==> config.mk <==
export PLATFORM = sky130hd
export DESIGN_NAME = wheel_odometry_dead_reckoning_flat
export DESIGN_NICKNAME = d
export VERILOG_FILES = /design/src/rtl/odo_pkg.sv /design/src/rtl/odo_in_if.sv /design/src/rtl/odo_out_if.sv /design/src/rtl/wheel_odometry_dead_reckoning.sv /design/src/flat_wrapper.sv
export SDC_FILE = /design/constraint.sdc
export NUM_CORES = 2
export LEC_CHECK = 0
export ABC_AREA = 1
export BUFFER_PORTS_ARGS = -buffer_cell sky130_fd_sc_hd__buf_4
export CORE_MARGIN = 2
export CORE_UTILIZATION = 57
export CTS_CLUSTER_DIAMETER = 150
export DETAILED_ROUTE_END_ITERATION = 7
export PLACE_DENSITY = 0.78
export SYNTH_ARGS = -nofsm -noshare
export SYNTH_HDL_FRONTEND = slang
export SYNTH_SLANG_ARGS = --single-unit
==> constraint.sdc <==
create_clock -name clk -period 6.9 [get_ports clk]
set_input_delay 1.035 -clock clk [delete_from_list [all_inputs] [get_ports clk]]
set_output_delay 1.035 -clock clk [all_outputs]
set_load 0.1 [all_outputs]
==> src/rtl/odo_pkg.sv <==
// odo_pkg: shared constants, state encoding and arctangent table for the
// dead-reckoning odometry block. No dependencies; compiled before all other files.

package odo_pkg;

  // rotation and output scaling
  localparam int CORDIC_ITERATIONS      = 16;
  localparam int POSITION_FRACTION_BITS = 8;
  localparam int ATAN_ENTRIES           = 24;
  localparam int ROT_ITERS = (CORDIC_ITERATIONS > ATAN_ENTRIES) ? ATAN_ENTRIES
                                                               : CORDIC_ITERATIONS;
  localparam int ITER_W    = $clog2(ROT_ITERS);
  localparam int OUT_SHIFT = 30 - POSITION_FRACTION_BITS;

  // serial datapath: words travel as digits
  localparam int WORD_W      = 48;
  localparam int DIGIT_W     = 16;
  localparam int DIGITS      = WORD_W / DIGIT_W;
  localparam int DIGIT_CNT_W = $clog2(DIGITS);

  // field widths
  localparam int DEG_W   = 16;
  localparam int DIST_W  = 16;
  localparam int STEP_W  = 17;
  localparam int HEAD_W  = 16;
  localparam int CLIFF_W = 4;
  localparam int POS_W   = 40;

  // gain compensation 0.60725... in Q2.30, kept positive with a zero sign bit
  localparam logic [30:0] GAIN_Q30 = 31'd652032874;

  // degree to binary angle: one long division of {deg + bias, 180} by 360
  localparam int          BIASED_W   = 17;
  localparam logic [16:0] DEG_BIAS   = 17'd33120;
  localparam logic [15:0] DEG_HALF   = 16'd180;
  localparam logic [9:0]  DEG_TURN   = 10'd360;
  localparam int          DIVD_W     = BIASED_W + HEAD_W;
  localparam int          DIV_CNT_W  = $clog2(DIVD_W);
  localparam int          REM_W      = 9;

  // configuration port
  localparam int         CFG_ADDR_W       = 3;
  localparam int         CFG_DATA_W       = 32;
  localparam logic [0:0] REG_ANGLE_OFFSET = 1'b0;

  typedef enum logic [2:0] {
    ST_IDLE,
    ST_DIV,
    ST_HEAD,
    ST_MUL,
    ST_ROT,
    ST_ACC,
    ST_SAT,
    ST_OUT
  } state_t;

  // arctangent of 2^-i in units of 2^-32 turn, as a full datapath word
  function automatic logic [WORD_W-1:0] atan_turn(input logic [4:0] idx);
    logic [31:0] v;
    unique case (idx)
      5'd0:  v = 32'd536870912;
      5'd1:  v = 32'd316933406;
      5'd2:  v = 32'd167458907;
      5'd3:  v = 32'd85004756;
      5'd4:  v = 32'd42667331;
      5'd5:  v = 32'd21354465;
      5'd6:  v = 32'd10679838;
      5'd7:  v = 32'd5340245;
      5'd8:  v = 32'd2670163;
      5'd9:  v = 32'd1335087;
      5'd10: v = 32'd667544;
      5'd11: v = 32'd333772;
      5'd12: v = 32'd166886;
      5'd13: v = 32'd83443;
      5'd14: v = 32'd41722;
      5'd15: v = 32'd20861;
      5'd16: v = 32'd10430;
      5'd17: v = 32'd5215;
      5'd18: v = 32'd2608;
      5'd19: v = 32'd1304;
      5'd20: v = 32'd652;
      5'd21: v = 32'd326;
      5'd22: v = 32'd163;
      5'd23: v = 32'd81;
      default: v = 32'd0;
    endcase
    return {{(WORD_W-32){1'b0}}, v};
  endfunction

endpackage

==> src/rtl/odo_in_if.sv <==
// odo_in_if: sensor report channel (valid/ready plus report fields).
// Depends on odo_pkg for field widths.

interface odo_in_if;
  logic                                valid;
  logic                                ready;
  logic signed [odo_pkg::DEG_W-1:0]    angle_deg;
  logic signed [odo_pkg::DIST_W-1:0]   distance_mm;
  logic        [odo_pkg::CLIFF_W-1:0]  cliff_bits;

  modport source (output valid, angle_deg, distance_mm, cliff_bits, input ready);
  modport sink   (input valid, angle_deg, distance_mm, cliff_bits, output ready);
endinterface

==> src/rtl/odo_out_if.sv <==
// odo_out_if: pose result channel (valid/ready plus pose fields).
// Depends on odo_pkg for field widths.

interface odo_out_if;
  logic                               valid;
  logic                               ready;
  logic signed [odo_pkg::POS_W-1:0]   pose_x;
  logic signed [odo_pkg::POS_W-1:0]   pose_y;
  logic        [odo_pkg::HEAD_W-1:0]  heading;
  logic                               cliff_detected;

  modport source (output valid, pose_x, pose_y, heading, cliff_detected, input ready);
  modport sink   (input valid, pose_x, pose_y, heading, cliff_detected, output ready);
endinterface

==> src/rtl/wheel_odometry_dead_reckoning.sv <==
// From request accept, the result passes through the heading division (one quotient
// bit per cycle over 33 bits) and the rotation loop, which runs each of its iterations
// over three 16-bit digits through one serial adder per lane; a new request is accepted
// only once the previous result has been loaded into the output register.
// Reset (synchronous, active low) clears position, previous distance, heading offset
// and any pending result; nothing needs a clearing pass.
// Depends on odo_pkg, odo_in_if and odo_out_if.

module wheel_odometry_dead_reckoning (
  input  logic                               clk,
  input  logic                               rst_n,
  odo_in_if.sink                             in_chan,
  odo_out_if.source                          out_chan,
  input  logic                               cfg_psel,
  input  logic                               cfg_penable,
  input  logic                               cfg_pwrite,
  input  logic [odo_pkg::CFG_ADDR_W-1:0]     cfg_paddr,
  input  logic [odo_pkg::CFG_DATA_W-1:0]     cfg_pwdata,
  output logic [odo_pkg::CFG_DATA_W-1:0]     cfg_prdata,
  output logic                               cfg_pready
);

  // arithmetic right shift of a word by one digit
  function automatic logic [odo_pkg::WORD_W-1:0] digit_shr(
      input logic [odo_pkg::WORD_W-1:0] w);
    return {{odo_pkg::DIGIT_W{w[odo_pkg::WORD_W-1]}},
            w[odo_pkg::WORD_W-1:odo_pkg::DIGIT_W]};
  endfunction

  // clamp a sum word to the signed position range
  function automatic logic [odo_pkg::WORD_W-1:0] pos_sat(
      input logic [odo_pkg::WORD_W-1:0] w);
    logic [odo_pkg::WORD_W-odo_pkg::POS_W:0] top;
    top = w[odo_pkg::WORD_W-1:odo_pkg::POS_W-1];
    if (top == {(odo_pkg::WORD_W-odo_pkg::POS_W+1){w[odo_pkg::WORD_W-1]}}) begin
      return w;
    end else if (w[odo_pkg::WORD_W-1]) begin
      return {{(odo_pkg::WORD_W-odo_pkg::POS_W+1){1'b1}},
              {(odo_pkg::POS_W-1){1'b0}}};
    end else begin
      return {{(odo_pkg::WORD_W-odo_pkg::POS_W+1){1'b0}},
              {(odo_pkg::POS_W-1){1'b1}}};
    end
  endfunction

  odo_pkg::state_t state_r, state_nxt;

  logic [odo_pkg::HEAD_W-1:0]      offset_r;
  logic [odo_pkg::DIST_W-1:0]      prev_r;
  logic [odo_pkg::STEP_W-1:0]      step_r;
  logic                            cliff_r;
  logic [odo_pkg::DIVD_W-1:0]      dv_r;
  logic [odo_pkg::REM_W-1:0]       rem_r;
  logic [odo_pkg::DIV_CNT_W-1:0]   dcnt_r;
  logic [odo_pkg::HEAD_W-1:0]      head_r;
  logic [odo_pkg::WORD_W-1:0]      src_x_r, src_y_r, src_z_r;
  logic [odo_pkg::WORD_W-1:0]      dst_x_r, dst_y_r, dst_z_r;
  logic [odo_pkg::WORD_W-1:0]      acc_x_r, acc_y_r;
  logic [odo_pkg::ITER_W-1:0]      it_r;
  logic [odo_pkg::DIGIT_CNT_W-1:0] dg_r;
  logic                            carry_x_r, carry_y_r, carry_z_r;
  logic                            out_valid_r;
  logic [odo_pkg::POS_W-1:0]       out_x_r, out_y_r;
  logic [odo_pkg::HEAD_W-1:0]      out_head_r;
  logic                            out_cliff_r;

  logic in_ready, in_acc, out_free, out_load, cfg_wr;
  logic last_digit, last_iter, div_last;

  // configuration port
  assign cfg_pready = 1'b1;
  assign cfg_wr     = cfg_psel & cfg_penable & cfg_pwrite & cfg_pready;

  always_comb begin
    if (cfg_paddr[odo_pkg::CFG_ADDR_W-1:2] == odo_pkg::REG_ANGLE_OFFSET) begin
      cfg_prdata = {{(odo_pkg::CFG_DATA_W-odo_pkg::HEAD_W){1'b0}}, offset_r};
    end else begin
      cfg_prdata = '0;
    end
  end

  // handshake
  assign in_acc   = in_chan.valid & in_ready;
  assign out_free = ~out_valid_r | out_chan.ready;

  assign in_chan.ready           = in_ready;
  assign out_chan.valid          = out_valid_r;
  assign out_chan.pose_x         = out_x_r;
  assign out_chan.pose_y         = out_y_r;
  assign out_chan.heading        = out_head_r;
  assign out_chan.cliff_detected = out_cliff_r;

  // sequencing conditions
  assign last_digit = (dg_r == odo_pkg::DIGIT_CNT_W'(odo_pkg::DIGITS - 1));
  assign last_iter  = (it_r == odo_pkg::ITER_W'(odo_pkg::ROT_ITERS - 1));
  assign div_last   = (dcnt_r == odo_pkg::DIV_CNT_W'(odo_pkg::DIVD_W - 1));

  // next state
  always_comb begin
    state_nxt = state_r;
    unique case (state_r)
      odo_pkg::ST_IDLE: if (in_acc) state_nxt = odo_pkg::ST_DIV;
      odo_pkg::ST_DIV:  if (div_last) state_nxt = odo_pkg::ST_HEAD;
      odo_pkg::ST_HEAD: state_nxt = odo_pkg::ST_MUL;
      odo_pkg::ST_MUL:  state_nxt = odo_pkg::ST_ROT;
      odo_pkg::ST_ROT:  if (last_digit && last_iter) state_nxt = odo_pkg::ST_ACC;
      odo_pkg::ST_ACC:  if (last_digit) state_nxt = odo_pkg::ST_SAT;
      odo_pkg::ST_SAT:  state_nxt = odo_pkg::ST_OUT;
      odo_pkg::ST_OUT:  if (out_free) state_nxt = odo_pkg::ST_IDLE;
      default:          state_nxt = odo_pkg::ST_IDLE;
    endcase
  end

  // state outputs
  always_comb begin
    in_ready = 1'b0;
    out_load = 1'b0;
    unique case (state_r)
      odo_pkg::ST_IDLE: in_ready = 1'b1;
      odo_pkg::ST_OUT:  out_load = out_free;
      default: begin
        in_ready = 1'b0;
        out_load = 1'b0;
      end
    endcase
  end

  // heading division: one restoring step per cycle
  logic [odo_pkg::REM_W:0]   div_part, div_diff;
  logic                      div_ge;
  logic [odo_pkg::REM_W-1:0] rem_nxt;

  assign div_part = {rem_r, dv_r[odo_pkg::DIVD_W-1]};
  assign div_ge   = (div_part >= odo_pkg::DEG_TURN);
  assign div_diff = div_part - odo_pkg::DEG_TURN;
  assign rem_nxt  = div_ge ? div_diff[odo_pkg::REM_W-1:0] : div_part[odo_pkg::REM_W-1:0];

  // biased angle and distance step at request accept
  logic [odo_pkg::BIASED_W-1:0] biased_deg;
  logic [odo_pkg::STEP_W-1:0]   step_nxt;

  assign biased_deg = {in_chan.angle_deg[odo_pkg::DEG_W-1], in_chan.angle_deg}
                      + odo_pkg::DEG_BIAS;
  assign step_nxt   = {in_chan.distance_mm[odo_pkg::DIST_W-1], in_chan.distance_mm}
                      - {prev_r[odo_pkg::DIST_W-1], prev_r};

  // fold headings near half a turn, then scale the step by the gain
  logic                             fold;
  logic signed [odo_pkg::STEP_W-1:0] mstep;
  logic signed [odo_pkg::WORD_W-1:0] prod;
  logic [31:0]                      z_turn;

  assign fold   = head_r[odo_pkg::HEAD_W-1] ^ head_r[odo_pkg::HEAD_W-2];
  assign mstep  = fold ? -$signed(step_r) : $signed(step_r);
  assign prod   = mstep * $signed({1'b0, odo_pkg::GAIN_Q30});
  assign z_turn = {head_r[odo_pkg::HEAD_W-1] ^ fold, head_r[odo_pkg::HEAD_W-2:0],
                   {(32-odo_pkg::HEAD_W){1'b0}}};

  // serial lanes: x, y and angle, one digit per cycle
  logic                        is_acc, zneg;
  logic [odo_pkg::WORD_W-1:0]  atan_w;
  logic [odo_pkg::DIGIT_W-1:0] a_x, b_x, a_y, b_y, b_z, s_x, s_y, s_z;
  logic                        sub_x, sub_y, sub_z, cin_x, cin_y, cin_z;
  logic                        co_x, co_y, co_z, init_x, init_y;

  assign is_acc = (state_r == odo_pkg::ST_ACC);
  assign zneg   = src_z_r[odo_pkg::WORD_W-1];
  assign atan_w = odo_pkg::atan_turn(5'(it_r));

  assign a_x    = is_acc ? acc_x_r[odo_pkg::DIGIT_W-1:0] : src_x_r[odo_pkg::DIGIT_W-1:0];
  assign b_x    = is_acc ? src_x_r[odo_pkg::OUT_SHIFT +: odo_pkg::DIGIT_W]
                         : src_y_r[it_r +: odo_pkg::DIGIT_W];
  assign sub_x  = ~is_acc & ~zneg;
  assign init_x = is_acc ? src_x_r[odo_pkg::OUT_SHIFT-1] : sub_x;
  assign cin_x  = (dg_r == '0) ? init_x : carry_x_r;

  assign a_y    = is_acc ? acc_y_r[odo_pkg::DIGIT_W-1:0] : src_y_r[odo_pkg::DIGIT_W-1:0];
  assign b_y    = is_acc ? src_y_r[odo_pkg::OUT_SHIFT +: odo_pkg::DIGIT_W]
                         : src_x_r[it_r +: odo_pkg::DIGIT_W];
  assign sub_y  = ~is_acc & zneg;
  assign init_y = is_acc ? src_y_r[odo_pkg::OUT_SHIFT-1] : sub_y;
  assign cin_y  = (dg_r == '0) ? init_y : carry_y_r;

  assign b_z    = atan_w[dg_r * odo_pkg::DIGIT_W +: odo_pkg::DIGIT_W];
  assign sub_z  = ~zneg;
  assign cin_z  = (dg_r == '0) ? sub_z : carry_z_r;

  assign {co_x, s_x} = {1'b0, a_x} + {1'b0, b_x ^ {odo_pkg::DIGIT_W{sub_x}}}
                       + {{odo_pkg::DIGIT_W{1'b0}}, cin_x};
  assign {co_y, s_y} = {1'b0, a_y} + {1'b0, b_y ^ {odo_pkg::DIGIT_W{sub_y}}}
                       + {{odo_pkg::DIGIT_W{1'b0}}, cin_y};
  assign {co_z, s_z} = {1'b0, src_z_r[odo_pkg::DIGIT_W-1:0]}
                       + {1'b0, b_z ^ {odo_pkg::DIGIT_W{sub_z}}}
                       + {{odo_pkg::DIGIT_W{1'b0}}, cin_z};

  // control state, position and registers
  always_ff @(posedge clk) begin
    if (!rst_n) begin
      state_r     <= odo_pkg::ST_IDLE;
      offset_r    <= '0;
      prev_r      <= '0;
      acc_x_r     <= '0;
      acc_y_r     <= '0;
      dcnt_r      <= '0;
      it_r        <= '0;
      dg_r        <= '0;
      out_valid_r <= 1'b0;
    end else begin
      state_r <= state_nxt;
      if (cfg_wr && cfg_paddr[odo_pkg::CFG_ADDR_W-1:2] == odo_pkg::REG_ANGLE_OFFSET) begin
        offset_r <= cfg_pwdata[odo_pkg::HEAD_W-1:0];
      end
      if (in_acc) begin
        prev_r <= in_chan.distance_mm;
        dcnt_r <= '0;
      end
      if (state_r == odo_pkg::ST_DIV) begin
        dcnt_r <= dcnt_r + 1'b1;
      end
      if (state_r == odo_pkg::ST_MUL) begin
        it_r <= '0;
        dg_r <= '0;
      end
      if (state_r == odo_pkg::ST_ROT) begin
        dg_r <= last_digit ? '0 : dg_r + 1'b1;
        if (last_digit && !last_iter) begin
          it_r <= it_r + 1'b1;
        end
      end
      if (state_r == odo_pkg::ST_ACC) begin
        dg_r    <= last_digit ? '0 : dg_r + 1'b1;
        acc_x_r <= {s_x, acc_x_r[odo_pkg::WORD_W-1:odo_pkg::DIGIT_W]};
        acc_y_r <= {s_y, acc_y_r[odo_pkg::WORD_W-1:odo_pkg::DIGIT_W]};
      end
      if (state_r == odo_pkg::ST_SAT) begin
        acc_x_r <= pos_sat(acc_x_r);
        acc_y_r <= pos_sat(acc_y_r);
      end
      if (out_load) begin
        out_valid_r <= 1'b1;
      end else if (out_chan.ready) begin
        out_valid_r <= 1'b0;
      end
    end
  end

  // datapath registers
  always_ff @(posedge clk) begin
    if (in_acc) begin
      step_r  <= step_nxt;
      cliff_r <= |in_chan.cliff_bits;
      dv_r    <= {biased_deg, odo_pkg::DEG_HALF};
      rem_r   <= '0;
    end
    unique case (state_r)
      odo_pkg::ST_DIV: begin
        dv_r  <= {dv_r[odo_pkg::DIVD_W-2:0], div_ge};
        rem_r <= rem_nxt;
      end
      odo_pkg::ST_HEAD: begin
        head_r <= offset_r + dv_r[odo_pkg::HEAD_W-1:0];
      end
      odo_pkg::ST_MUL: begin
        src_x_r <= prod;
        src_y_r <= '0;
        src_z_r <= {{(odo_pkg::WORD_W-32){z_turn[31]}}, z_turn};
      end
      odo_pkg::ST_ROT: begin
        carry_x_r <= co_x;
        carry_y_r <= co_y;
        carry_z_r <= co_z;
        if (last_digit) begin
          src_x_r <= {s_x, dst_x_r[odo_pkg::WORD_W-1:odo_pkg::DIGIT_W]};
          src_y_r <= {s_y, dst_y_r[odo_pkg::WORD_W-1:odo_pkg::DIGIT_W]};
          src_z_r <= {s_z, dst_z_r[odo_pkg::WORD_W-1:odo_pkg::DIGIT_W]};
        end else begin
          src_x_r <= digit_shr(src_x_r);
          src_y_r <= digit_shr(src_y_r);
          src_z_r <= digit_shr(src_z_r);
          dst_x_r <= {s_x, dst_x_r[odo_pkg::WORD_W-1:odo_pkg::DIGIT_W]};
          dst_y_r <= {s_y, dst_y_r[odo_pkg::WORD_W-1:odo_pkg::DIGIT_W]};
          dst_z_r <= {s_z, dst_z_r[odo_pkg::WORD_W-1:odo_pkg::DIGIT_W]};
        end
      end
      odo_pkg::ST_ACC: begin
        carry_x_r <= co_x;
        carry_y_r <= co_y;
        src_x_r   <= digit_shr(src_x_r);
        src_y_r   <= digit_shr(src_y_r);
      end
      default: begin
      end
    endcase
    if (out_load) begin
      out_x_r     <= acc_x_r[odo_pkg::POS_W-1:0];
      out_y_r     <= acc_y_r[odo_pkg::POS_W-1:0];
      out_head_r  <= head_r;
      out_cliff_r <= cliff_r;
    end
  end

endmodule

==> src/flat_wrapper.sv <==
// flat-port wrapper written by rule: the top's interface ports become plain ports
module wheel_odometry_dead_reckoning_flat 
  (clk, rst_n, cfg_psel, cfg_penable, cfg_pwrite, cfg_paddr, cfg_pwdata, cfg_prdata, cfg_pready, in_chan_valid, in_chan_angle_deg, in_chan_distance_mm, in_chan_cliff_bits, in_chan_ready, out_chan_valid, out_chan_pose_x, out_chan_pose_y, out_chan_heading, out_chan_cliff_detected, out_chan_ready);
  odo_in_if in_chan_i ();
  odo_out_if out_chan_i ();
  input  logic clk;
  input  logic rst_n;
  input  logic cfg_psel;
  input  logic cfg_penable;
  input  logic cfg_pwrite;
  input  logic [odo_pkg::CFG_ADDR_W-1:0] cfg_paddr;
  input  logic [odo_pkg::CFG_DATA_W-1:0] cfg_pwdata;
  output logic [odo_pkg::CFG_DATA_W-1:0] cfg_prdata;
  output logic cfg_pready;
  input wire logic [$bits(in_chan_i.valid)-1:0] in_chan_valid;
  input wire logic [$bits(in_chan_i.angle_deg)-1:0] in_chan_angle_deg;
  input wire logic [$bits(in_chan_i.distance_mm)-1:0] in_chan_distance_mm;
  input wire logic [$bits(in_chan_i.cliff_bits)-1:0] in_chan_cliff_bits;
  output wire logic [$bits(in_chan_i.ready)-1:0] in_chan_ready;
  output wire logic [$bits(out_chan_i.valid)-1:0] out_chan_valid;
  output wire logic [$bits(out_chan_i.pose_x)-1:0] out_chan_pose_x;
  output wire logic [$bits(out_chan_i.pose_y)-1:0] out_chan_pose_y;
  output wire logic [$bits(out_chan_i.heading)-1:0] out_chan_heading;
  output wire logic [$bits(out_chan_i.cliff_detected)-1:0] out_chan_cliff_detected;
  input wire logic [$bits(out_chan_i.ready)-1:0] out_chan_ready;
  assign in_chan_i.valid = in_chan_valid;
  assign in_chan_i.angle_deg = in_chan_angle_deg;
  assign in_chan_i.distance_mm = in_chan_distance_mm;
  assign in_chan_i.cliff_bits = in_chan_cliff_bits;
  assign in_chan_ready = in_chan_i.ready;
  assign out_chan_valid = out_chan_i.valid;
  assign out_chan_pose_x = out_chan_i.pose_x;
  assign out_chan_pose_y = out_chan_i.pose_y;
  assign out_chan_heading = out_chan_i.heading;
  assign out_chan_cliff_detected = out_chan_i.cliff_detected;
  assign out_chan_i.ready = out_chan_ready;
  wheel_odometry_dead_reckoning u_core (.clk(clk), .rst_n(rst_n), .in_chan(in_chan_i), .out_chan(out_chan_i), .cfg_psel(cfg_psel), .cfg_penable(cfg_penable), .cfg_pwrite(cfg_pwrite), .cfg_paddr(cfg_paddr), .cfg_pwdata(cfg_pwdata), .cfg_prdata(cfg_prdata), .cfg_pready(cfg_pready));
endmodule
## Word level (Yosys, flattened, before mapping)

Memories as Yosys holds them, arrays and structs flattened. A register that Yosys moved wholly into a read port is not among the register bits.
Cells that the tools add are included.

- Output and inout port bits: 132
- Memories: 1
- ROM bits: 480
- Input bits: 78
- Logic and storage cells: 155
- Bits in registers: 608

Memories:

| name | depth | width | rd ports | clocked after Yosys merged registers in | wr ports | RTL line | text |
|---|---|---|---|---|---|---|---|
| (name not given) | 16 | 30 | 1 | 1 | 0 | odo_pkg.sv:60 | `unique case (idx)` |

- Equal/unequal tests: 20
- Mux-type cells: 50
- Add/subtract/negate cells: 14
- Shift-type cells: 3
- Bitwise operators: 16
- Reduce and logical (&&, ||, !) cells: 19
- Multipliers: 1
- Magnitude comparators: 1

Operators by type and width:

| kind | number |
|---|---|
| $mux W48 | 11 |
| $pmux W48 S3 | 2 |
| $pmux W48 S2 | 1 |
| $shiftx A48 B5 Y16 | 2 |
| $mux W16 | 5 |
| $mux W33 | 2 |
| $add A16 B16 Y17 | 3 |
| $add A17 B1 Y17 | 3 |
| $shiftx A48 B7 Y16 | 1 |
| $xor A16 B16 Y16 | 3 |
| $mul A17 B30 Y47 const B | 1 |
| $mux W9 | 3 |
| $pmux W3 S8 | 1 |
| $add A17 B16 Y17 const B | 1 |
| $mux W17 | 1 |
| $neg A17 Y17 | 1 |
| $sub A16 B16 Y17 | 1 |
| $add A16 B16 Y16 | 1 |
| $eq A8 B8 Y1 | 2 |
| $mux W4 | 4 |
| $mux W3 | 5 |
| $eq A3 B3 Y1 const B | 4 |
| $mux W6 | 2 |
| $ne A2 B1 Y1 const B | 6 |
| other kinds (28) | 58 |

## Depth between registers and ports, before layout

- Depth in word-level cells: 8
- Gate-level depth with buffers: 35
- Gate-level depth less buffers: 35

## Least setup slack after synthesis

OpenSTA, ideal clock, no wires.

- Path kind: register to register
- Start: reg u_core.head_r[14] (netlist bit)
- End: reg u_core.src_x_r[44] (netlist bit) (data pin)
- Path slack: 0.341 ns
- Required time: 6.645 ns
- Stages on the path, launching flop included: 31
- Clock period less this slack: 6.559 ns
- Buffers on the path: 1
- Arrival: 6.304 ns
- Setup time: 0.255 ns
- Path through: edfxtp_1 > or2_2 > nand2_1 > inv_1 > clkbuf_1 > nand2_1 > xor2_1 > inv_1 > fa_1 > inv_1 > fa_1 > fa_1 > inv_1 > fa_1 > inv_1 > fa_1 > inv_1 > fa_1 > inv_1 > ha_1 > nand2_1 > nor2_1 > inv_1 > nor3_1 > nand3_1 > nand3_1 > nand2_1 > nand2_1 > nand2_1 > nand3_1 > nand2_1

- Longest elaborated chain between the ends: 4

Ends and longest elaborated chain:

| what | RTL line | text |
|---|---|---|
| start: declaration | wheel_odometry_dead_reckoning.sv:55 | `logic [odo_pkg::HEAD_W-1:0] head_r;` |
| start signal: assignment | wheel_odometry_dead_reckoning.sv:261 | `head_r <= offset_r + dv_r[odo_pkg::HEAD_W-1:0];` |
| $xor A1 B1 Y1 | wheel_odometry_dead_reckoning.sv:153 | `assign fold = head_r[odo_pkg::HEAD_W-1] ^ head_r[odo_pkg::HEAD_W-2];` |
| $mux W17 | wheel_odometry_dead_reckoning.sv:154 | `assign mstep = fold ? -$signed(step_r) : $signed(step_r);` |
| $mul A17 B30 Y47 | wheel_odometry_dead_reckoning.sv:155 | `assign prod = mstep * $signed({1'b0, odo_pkg::GAIN_Q30});` |
| $pmux W48 S3 | wheel_odometry_dead_reckoning.sv:255 | `unique case (state_r)` |
| end signal: assignment | wheel_odometry_dead_reckoning.sv:264 | `src_x_r <= prod;` |
| end signal: assignment | wheel_odometry_dead_reckoning.sv:273 | `src_x_r <= {s_x, dst_x_r[odo_pkg::WORD_W-1:odo_pkg::DIGIT_W]};` |
| end signal: assignment | wheel_odometry_dead_reckoning.sv:277 | `src_x_r <= digit_shr(src_x_r);` |
| end: declaration | wheel_odometry_dead_reckoning.sv:56 | `logic [odo_pkg::WORD_W-1:0] src_x_r, src_y_r, src_z_r;` |

Every way passes these cells.
A chain may end at the register's enable or synchronous reset.

## Worst setup path in the final report

- Start: reg u_core.head_r[15] (netlist bit)
- End: reg u_core.src_x_r[47] (netlist bit) (data pin)

The elaborated chain is that of the path after synthesis.

==> results.py <==
metrics = {
    "timing": {
        "worst_slew_pin_slew_ns": 1.201,
        "final_critical_path_setup_slack_ns": 0.2280,
        "pins_over_slew_limit": 0,
        "setup_viol_count_final": 0,
        "timing.max_slew.rel_slack_pct": 19.85,
        "report.final.hold_viol_count": 0,
        "post-route-period-util_pct": 96.70,
        "timing.clock.skew_ns": 0.04454,
        "layout_min_cycle_time_ns": 6.672,
        "fmax_ghz": 0.1499,
    },
    "final_layout": {
        "fin_area_mm2": 0.04469,
        "syn_to_final_growth_pct": 12.53,
        "insertedDiodeCount": 0,
        "layout.nets": 5446,
        "layout-drive-gt1-share_pct": 11.48,
        "final_cell_mix": "1,140 x nand2_1, 689 x inv_1, 416 x edfxtp_1",
        "num-fill-cells": 5805,
        "layout_commonest_cell": "nand2_1",
    },
    "logic_synthesis": {
        "asyncSetResetFlopFracSynth_pct": 0,
        "synthDistinctLibCells": 57,
        "ys_seq_elements": 590,
        "post_synth_instance_area_mm2": 0.03972,
        "yosys_warning_total": 0,
        "largest_family_of_logic_cells_by_synthesized_area": "simple AND/OR/NAND/NOR gates",
        "synth.avg_cell_area_um2": 8.458,
        "synth_compound_area_share_pct": 11.57,
        "syn-instance-count": 4696,
        "synth_largest_type_area_fraction_pct": 31.45,
        "postSynth.topFlopCell": "edfxtp_1",
        "synth.area.mux_share_pct": 0.2520,
        "synth_seq_area_share_pct": 40.22,
        "synth-simple-area-share_pct": 18.66,
        "synth_fa_ha_area_share_pct": 18.23,
        "synthXorXnorAreaFrac_pct": 2.029,
        "synth.largest_area_cell": "edfxtp_1",
        "yosys-top-cells-area": "edfxtp_1 31%, nand2_1 11%, fa_1 10%",
        "synth-edff-count": 416,
    },
    "floorplanning": {
        "die-height_um": 268.0,
        "rows": 96,
        "die_width_um": 268.0,
        "top_level_ports": 210,
        "starting_density_of_the_core_pct": 57.71,
        "core_area_mm2": 0.06883,
        "design.die.area_mm2": 0.07181,
    },
    "detailed_routing": {
        "drt_first_pass_iters": 5,
        "via_count": 32782,
        "wirelength_mm": 120.5,
        "route.detailed.wl_per_inst_um": 20.48,
        "count_of_routing_violations_after_the_opening_detailed_route_iteration": 3678,
        "detail_route.drc_violations": 0,
        "vias_per_cell": 5.569,
        "detail-route-antenna-nets": 0,
    },
    "cts": {
        "number_of_hold_repair_buffers_added_at_the_cts_stage": 0,
        "cts.path.max_buffers": 3,
        "cts.root.buffer_cell": "clkbuf_16",
        "cts-htree-levels": 2,
        "clock_sink_count": 590,
        "tritoncts.num_buffers": 57,
        "clock_insertion_delay_worst_skew_ns": 0.66,
        "clk_transition_reported_paths_ns": 0.07,
        "tritoncts_clock_tree": "built",
    },
    "worst_setup_path": {
        "critPathMaxFanout": 5,
        "cp.required_ns": 7.28,
        "slowest_delay_ns": 0.55,
        "setup.worst_path.start_class": "flop",
        "endpoint_kind": "flop",
        "timing.critical_path.arrival_ns": 7.05,
        "worstSetupPathType": "reg -> reg",
        "worst_path_dominant_cell_family": "adder cells",
        "crit_buf_inv": 9,
        "slowest_cell_on_the_critical_path": "fa_2",
    },
    "place": {
        "portBuffers": 174,
        "pre_cts_setup_slack_ns": -0.01714,
        "finalWeightedCongestion": 0.9838,
        "final_hpwl_from_detailed_placement_mm": 93.50,
        "detailed_place.area_mm2": 0.04241,
    },
    "global_routing": {
        "grt_usage_pct": 33.75,
        "gr-total-overflow": 0,
        "grt_antenna_before_repair": 0,
        "number_of_global_route_vias_before_repair": 30874,
        "pin_count_of_the_biggest_net_entering_global_routing": 112,
        "first_pass_grt_wire_length_mm": 181.6,
    },
    "run": {
        "total_of_max_cap_violations": 0,
    },
    "run_status": {
        "outcome": "finished, final reports clean",
    },
    "hold_path": {
        "holdCritPathClass": "reg -> reg",
    },
}
-- sequential cells by signal (all words and copies together) (netlist names), 2 cells and up --
signal / cells
u_core.acc_x_r: 48
u_core.acc_y_r: 48
u_core.atan_w: 30
u_core.dcnt_r: 6
u_core.dg_r: 2
u_core.dst_x_r: 32
u_core.dst_y_r: 32
u_core.dst_z_r: 32
u_core.dv_r: 33
u_core.head_r: 16
u_core.it_r: 4
u_core.offset_r: 16
u_core.out_chan.heading: 16
u_core.out_chan.pose_x: 40
u_core.out_chan.pose_y: 40
u_core.prev_r: 16
u_core.rem_r: 9
u_core.src_x_r: 48
u_core.src_y_r: 48
u_core.src_z_r: 48
u_core.state_r: 3
u_core.step_r: 17
-- stage by stage --
stage | TNS, ns | hold WS, ns | instances | utilization, %
2_1_floorplan | 0 | 0.4003 | 4711 | -
3_3_place_gp | 0 | 0.4062 | 5771 | 61.62
3_5_place_dp | -0.02574 | 0.4284 | 5771 | 61.62
4_1_cts | 0 | 0.4315 | 5878 | 64.46
5_1_grt | -0.08104 | 0.4498 | 5886 | 64.93
6_report | 0 | 0.4236 | 5886 | 64.93
-- cell usage after synthesis, types with 4 or more instances --
| master | number |
|---|---|
| nand3b_1 | 11 |
| nand3_1 | 229 |
| xor2_1 | 71 |
| nand2_1 | 1152 |
| buf_1 | 14 |
| nor4_1 | 4 |
| a21oi_1 | 284 |
| o21bai_1 | 17 |
| o21ai_1 | 43 |
| a211oi_1 | 7 |
| o31ai_1 | 5 |
| a22oi_1 | 24 |
| or2_2 | 27 |
| buf_4 | 29 |
| dfxtp_1 | 174 |
| inv_1 | 695 |
| ha_1 | 262 |
| buf_2 | 35 |
| xnor2_1 | 21 |
| nand2_2 | 5 |
| inv_2 | 23 |
| o21a_1 | 9 |
| o211ai_1 | 26 |
| nor2_1 | 315 |
| mux2i_1 | 10 |
| buf_6 | 7 |
| and2_1 | 9 |
| nor2_2 | 4 |
| o21ai_0 | 346 |
| nand4_1 | 13 |
| nor3_1 | 30 |
| a21o_1 | 15 |
| clkbuf_1 | 94 |
| fa_1 | 198 |
| a22o_1 | 32 |
| edfxtp_1 | 416 |
-- cell type report --
| type | count | area, um^2 | share of cell area [%] |
|---|---|---|---|
| clock buffer | 76 | 1635 | 3.659 |
| clock inverter | 30 | 294.0 | 0.6579 |
| inverter | 720 | 2708 | 6.058 |
| multi-input combinational | 3222 | 20530 | 45.94 |
| sequential | 590 | 15980 | 35.75 |
| tap | 931 | 1165 | 2.606 |
| timing repair buffer | 317 | 2384 | 5.333 |
-- repair_timing --
item,4_1_cts,5_1_grt
setup buffers,1,8
resized for setup,7,84
setup endpoints to repair,4,29
pin swaps,2,7
-- cells by family after synthesis --
logic type | after synthesis
flip-flops | 590
AND/OR/NAND/NOR | 1814
AO/OA/AOI/OAI | 829
multiplexers | 10
other | 2
XOR/XNOR | 92
adder cells (fa/ha/maj) | 460
buffers and inverters | 899
-- layer usage --
| metal | vias to the layer above | part of all wire, % | track usage, % |
|---|---|---|---|
| li1 | 15687 | - | - |
| met1 | 15486 | 44 | 50.12 |
| met2 | 1437 | 40 | 46.81 |
| met3 | 172 | 13 | 12.25 |
| met4 | 0 | 2.3 | 7.851 |
| met5 | - | 0 | 0 |
-- worst paths after layout --
path / depth (start not counted) / to / slack, ns / from
hold / removal: 0 / u_core.dst_x_r[31] / 0.42 / u_core.dst_x_r[47]
setup / recovery: 29 / u_core.src_x_r[47] / 0.23 / u_core.head_r[15]
hold reg to reg: 0 / u_core.dst_x_r[31] / 0.42 / u_core.dst_x_r[47]
setup reg to reg: 29 / u_core.src_x_r[47] / 0.23 / u_core.head_r[15]
Power is not shown: default switching activity piles up to over one toggle a cycle in this logic, so the estimate is an artifact.
